**src/rtl/core/pal_pkg.sv**
```systemverilog
`default_nettype none
// ----------------------------------------------------------------------------
// pal_pkg - shared types and constants of the positional array list
// Sizes, command and status codes, request and response structs, cell control.
// ----------------------------------------------------------------------------
package pal_pkg;

   localparam int CAPACITY   = 128;
   localparam int DATA_WIDTH = 32;

   // count holds 0..CAPACITY, an index 0..CAPACITY-1
   localparam int CNT_W = $clog2(CAPACITY + 1);
   // compare width covering both the 8-bit position and the count
   localparam int CMP_W = (CNT_W > 8) ? CNT_W : 8;

   // read gather: first level ORs GROUP_SIZE cells into one register
   localparam int GROUP_SIZE = 16;
   localparam int NUM_GROUPS = (CAPACITY + GROUP_SIZE - 1) / GROUP_SIZE;

   typedef logic [DATA_WIDTH-1:0] data_type;
   typedef logic [GROUP_SIZE-1:0][DATA_WIDTH-1:0] group_terms_type;

   typedef enum logic [1:0] {
      CMD_INSERT = 2'd0,
      CMD_DELETE = 2'd1,
      CMD_READ   = 2'd2
   } cmd_type;

   typedef enum logic [1:0] {
      STATUS_OK    = 2'd0,
      STATUS_FULL  = 2'd1,
      STATUS_RANGE = 2'd2
   } status_type;

   typedef enum logic [1:0] {
      ST_IDLE,
      ST_GATHER,
      ST_COMBINE
   } state_type;

   typedef struct packed {
      cmd_type            cmd;
      logic [7:0]         position;
      logic signed [31:0] value_in;
   } req_type;

   typedef struct packed {
      status_type         status;
      logic [6:0]         moved;
      logic [7:0]         count;
      logic signed [31:0] value_out;
   } rsp_type;

   // per-cell control from the list controller
   typedef struct packed {
      logic load;       // take the request value
      logic from_below; // take the neighbour one index lower (insert shift)
      logic from_above; // take the neighbour one index higher (delete shift)
      logic sel;        // drive stored entry onto the read gather
   } cell_ctrl_type;

endpackage
`default_nettype wire

```
**src/rtl/core/pal_cell.sv**
```systemverilog
`default_nettype none
// ----------------------------------------------------------------------------
// pal_cell - one storage cell of the list chain
// Holds one entry and loads from the request or from either neighbour.
// ----------------------------------------------------------------------------
module pal_cell (
   input  wire logic                   clock,
   input  wire pal_pkg::cell_ctrl_type ctrl,
   input  wire pal_pkg::data_type      value,
   input  wire pal_pkg::data_type      below,
   input  wire pal_pkg::data_type      above,
   output pal_pkg::data_type           data,
   output pal_pkg::data_type           read_term
);

   pal_pkg::data_type data_ff;

   // entry register, no reset: contents beyond the count are don't-care
   always_ff @(posedge clock) begin
      if (ctrl.load) begin
         data_ff <= value;
      end else if (ctrl.from_below) begin
         data_ff <= below;
      end else if (ctrl.from_above) begin
         data_ff <= above;
      end
   end

   assign data      = data_ff;
   assign read_term = ctrl.sel ? data_ff : '0;

endmodule
`default_nettype wire

```
**config.mk**
```make
export PLATFORM = sky130hd
export DESIGN_NAME = pal_cell
export DESIGN_NICKNAME = d
export VERILOG_FILES = /design/src/rtl/core/pal_pkg.sv /design/src/rtl/core/pal_cell.sv
export SDC_FILE = /design/constraint.sdc
export NUM_CORES = 1
export LEC_CHECK = 0
export BUFFER_PORTS_ARGS = -buffer_cell sky130_fd_sc_hd__buf_2
export CAP_MARGIN = 15
export CORE_MARGIN = 2
export CORE_UTILIZATION = 34
export DETAILED_ROUTE_END_ITERATION = 6
export GPL_ROUTABILITY_DRIVEN = 0
export PLACE_DENSITY = 0.76
export SYNTH_ARGS = -nofsm -noshare
export SYNTH_HDL_FRONTEND = slang
export SYNTH_SLANG_ARGS = --single-unit
export TNS_END_PERCENT = 1
```
**constraint.sdc**
```tcl
create_clock -name clock -period 1.4 [get_ports clock]
set_input_delay 0.14 -clock clock [delete_from_list [all_inputs] [get_ports clock]]
set_output_delay 0.14 -clock clock [all_outputs]
set_load 0.03 [all_outputs]
```
## After elaboration in Yosys (flattened, before gate mapping)

Cells that the tools add are included.

- Muxes and demuxes: 4
- Reduce and logical (&&, ||, !) cells: 1

Operator list:

| operator | count |
|---|---|
| 2-to-1 mux 32 bit | 4 |
| nonzero test 3 bit | 1 |

- Bits in registers: 32
- Input port bits: 101
- Output and inout port bits: 64
- Logic and storage cells: 6

## Depth between registers and ports, before layout

- Depth in word-level cells: 3
- Mapped depth: 4
- Mapped depth without buffers: 2

## Worst setup path before layout

OpenSTA, ideal clock, no wires.

- Kind: input to register
- From: input ctrl[2] in the netlist's numbering
- To: register data_ff[0], in the netlist data[0], enable pin
- Setup time: 0.414 ns
- Arrival: 1.035 ns
- Required time: 0.986 ns
- Path slack: -0.049 ns
- Stages on the path: 2
- Buffers on the path: 1
- Cells stage by stage: buf_6 or3_1

- Cells in the longest elaborated chain, start to end: 1

Ends and longest elaborated chain:

| element | line | source |
|---|---|---|
| start: declaration | pal_cell.sv:8 | `input wire pal_pkg::cell_ctrl_type ctrl,` |
| nonzero test 3 bit (no line) | - |  |
| end signal: assignment | pal_cell.sv:21 | `data_ff <= value;` |
| end signal: assignment | pal_cell.sv:23 | `data_ff <= below;` |
| end signal: assignment | pal_cell.sv:25 | `data_ff <= above;` |
| end: declaration | pal_cell.sv:16 | `pal_pkg::data_type data_ff;` |

No other way between the ends.
A chain may end at the register's enable or synchronous reset.

## Final worst setup path

- From: register data_ff[19], in the netlist data[19]
- To: output read_term[19]

- Cells in the longest elaborated chain, start to end: 1

Ends and longest elaborated chain:

| element | line | source |
|---|---|---|
| 2-to-1 mux 32 bit | pal_cell.sv:30 | `assign read_term = ctrl.sel ? data_ff : '0;` |
| end: declaration | pal_cell.sv:13 | `output pal_pkg::data_type read_term` |

No other way between the ends.

==> run_results.csv <==
group,metric,value,unit
clock_tree,numCtsBuffers,5,
floorplan,start_util,34.64,%
timing,drv_slew,0,
floorplan,core,0.005439,mm^2
clock_tree,clkTransAtPathRegs,0.06,ns
cells_and_area,nFillCells,518,
floorplan,die_h,78.45,um
route,wl_per_cell,11.72,um
yosys,netlist_instances,175,
timing,post-route-period-util,82.71,%
cells_and_area,syn_to_final_growth,49.27,%
cells_and_area,largest_reg_flops,32,
yosys,ys_seq_area_share,51.00,%
route,wl,4781,um
worst_setup_path,start_kind,"register",
clock_tree,numClockSinks,32,
hold_path,hold_end,"data[8]",
run_status,status,"finished clean",
cells_and_area,diodes,0,
yosys,synth_seq_cells,32,
power_and_ir_drop,p_per_area,1002,mW/mm^2
cells_and_area,final_common_cell,"buf_2",
grt,grt_max_degree,65,
timing,worst_slack,0.2421,ns
job,maxCapViolCount,0,
hold_path,hold_class,"primary input to register",
yosys,syn-num-nets,276,
worst_setup_path,path_class,"register to primary output",
floorplan,fp-row-count,27,
yosys,yosysUniqueCellTypes,11,
floorplan,die_area,0.006154,mm^2
clock_tree,htree_num_levels,2,
yosys,yosys_warnings,0,
route,firstDrtPassIters,4,
floorplan,io-pin-count,165,
worst_setup_path,required,1.26,ns
route,vias,1834,
clock_tree,cts_tree,"built",
yosys,synth.avg_cell_area,10.77,um^2
timing,rsz0062_at_grt,"false",
timing,finalCriticalPeriod,1.158,ns
cells_and_area,nets,437,
clock_tree,cts_resized,0,
floorplan,dieWidth,78.45,um
cells_and_area,utilization,51.71,%
hold_path,whs_path_depth,3,
grt,first_global_vias,1635,
clock_tree,root_buffer,"clkbuf_8",
cells_and_area,drive_gt1_share,52.08,%
route,viasPerCell,4.495,
power_and_ir_drop,power.ir.vdd_worst,0.4712,mV
grt,grt_pass1_wl,7003,um
hold_path,hold_start,"value[8]",
power_and_ir_drop,p_total,2.820,mW
place,io_buffers,164,
route,drc,0,
power_and_ir_drop,leakagePower,1.479,nW
worst_setup_path,cp.arrival,1.02,ns
place,preCtsSetupSlack,0.1743,ns
timing,fmax,863.6,MHz
grt,track_usage,14.60,%
clock_tree,clk_path_buf_depth,2,
clock_tree,cts_setup_buffers,0,
route,drtIter0Drc,43,
clock_tree,cts_hold_buffers,0,
grt,antenna_found_initial,0,
cells_and_area,layout_common_cells,"buf_2 (164), mux2i_1 (32), nand2_1 (32), and2_1 (32), edfxtp_1 (32)",
timing,slew_headroom,70.63,%
timing,setup_viol,0,
timing,tightestPinTransition,0.4406,ns
timing,setup_tns,0,ns
route,postRouteAntennaNets,0,
worst_setup_path,crit_path_max_fanout,2,
worst_setup_path,cp-end-kind,"primary output",
yosys,synth_area,0.001884,mm^2
timing,hold_viol,0,
grt,grt-ovfl-total,0,
place,hpwl,3810,um
[cells by family after synthesis]
group | count (synthesis) | synth area share [%]
compound gates | 32 | 8.499
simple gates | 65 | 17.33
flops | 32 | 51.00
buf+inv | 14 | 6.175
mux | 32 | 17.00
[layer usage]
layer | track usage [%] | wire, um | vias to the layer above
met1 | 13.56 | 1598 | 799
met4 | 4.737 | 63 | 0
li1 | - | - | 931
met5 | 0 | 0 | -
met2 | 29.66 | 2684 | 97
met3 | 4.483 | 435 | 7
[stage by stage]
stage                     std cells  area, um^2  hold slack, ns
after floorplan                 175        1886          0.3312
after global placement          401        2735          0.4218
after detailed placement        401        2735          0.4290
after CTS                       408        2813          0.1363
after global routing            408        2813          0.1412
final                           408        2813          0.1459
[power by group]
part | internal, mW | switching [mW]
clock | 0.337 | 0.302
sequential | 1.18 | 0.0498
combinational | 0.341 | 0.605
[worst max-delay path, stage by stage, from the launching register on]
cell and delay [ns]:
edfxtp_1 0.41, and2_1 0.17, buf_2 0.17
[synthesized netlist by cell type]
master | instances | area [um^2]
and2_1 | 32 | 200.2
buf_12 | 3 | 60.06
buf_2 | 6 | 30.03
buf_6 | 1 | 11.26
clkbuf_1 | 4 | 15.01
edfxtp_1 | 32 | 960.9
mux2i_1 | 32 | 320.3
nand2_1 | 32 | 120.1
o21ai_0 | 2 | 10.01
o21ai_1 | 30 | 150.1
or3_1 | 1 | 6.260
[layout make-up]
cell class | instances | area (um^2) | share of cell area [%]
tap | 72 | 90.09 | 3.203
sequential | 32 | 960.9 | 34.16
timing repair buffer | 168 | 875.8 | 31.14
clock buffer | 6 | 72.57 | 2.580
clock inverter | 1 | 5.005 | 0.1779
multi-input combinational | 129 | 808.3 | 28.74
[worst max-delay path by stage]
stage / startpoint / depth (start not counted) / to / slack, ns
6_report: data[19] / 2 / read_term[19] / 0.24
5_1_grt: data[30] / 2 / read_term[30] / 0.19
4_1_cts: data[18] / 2 / read_term[18] / 0.22
3_5_place_dp: ctrl[2] / 3 / data[0] / 0.17
3_3_place_gp: ctrl[2] / 3 / data[6] / 0.18
2_1_floorplan: ctrl[2] / 2 / data[0] / 0.04
No activity file was read; power rests on OpenSTA's default activity.
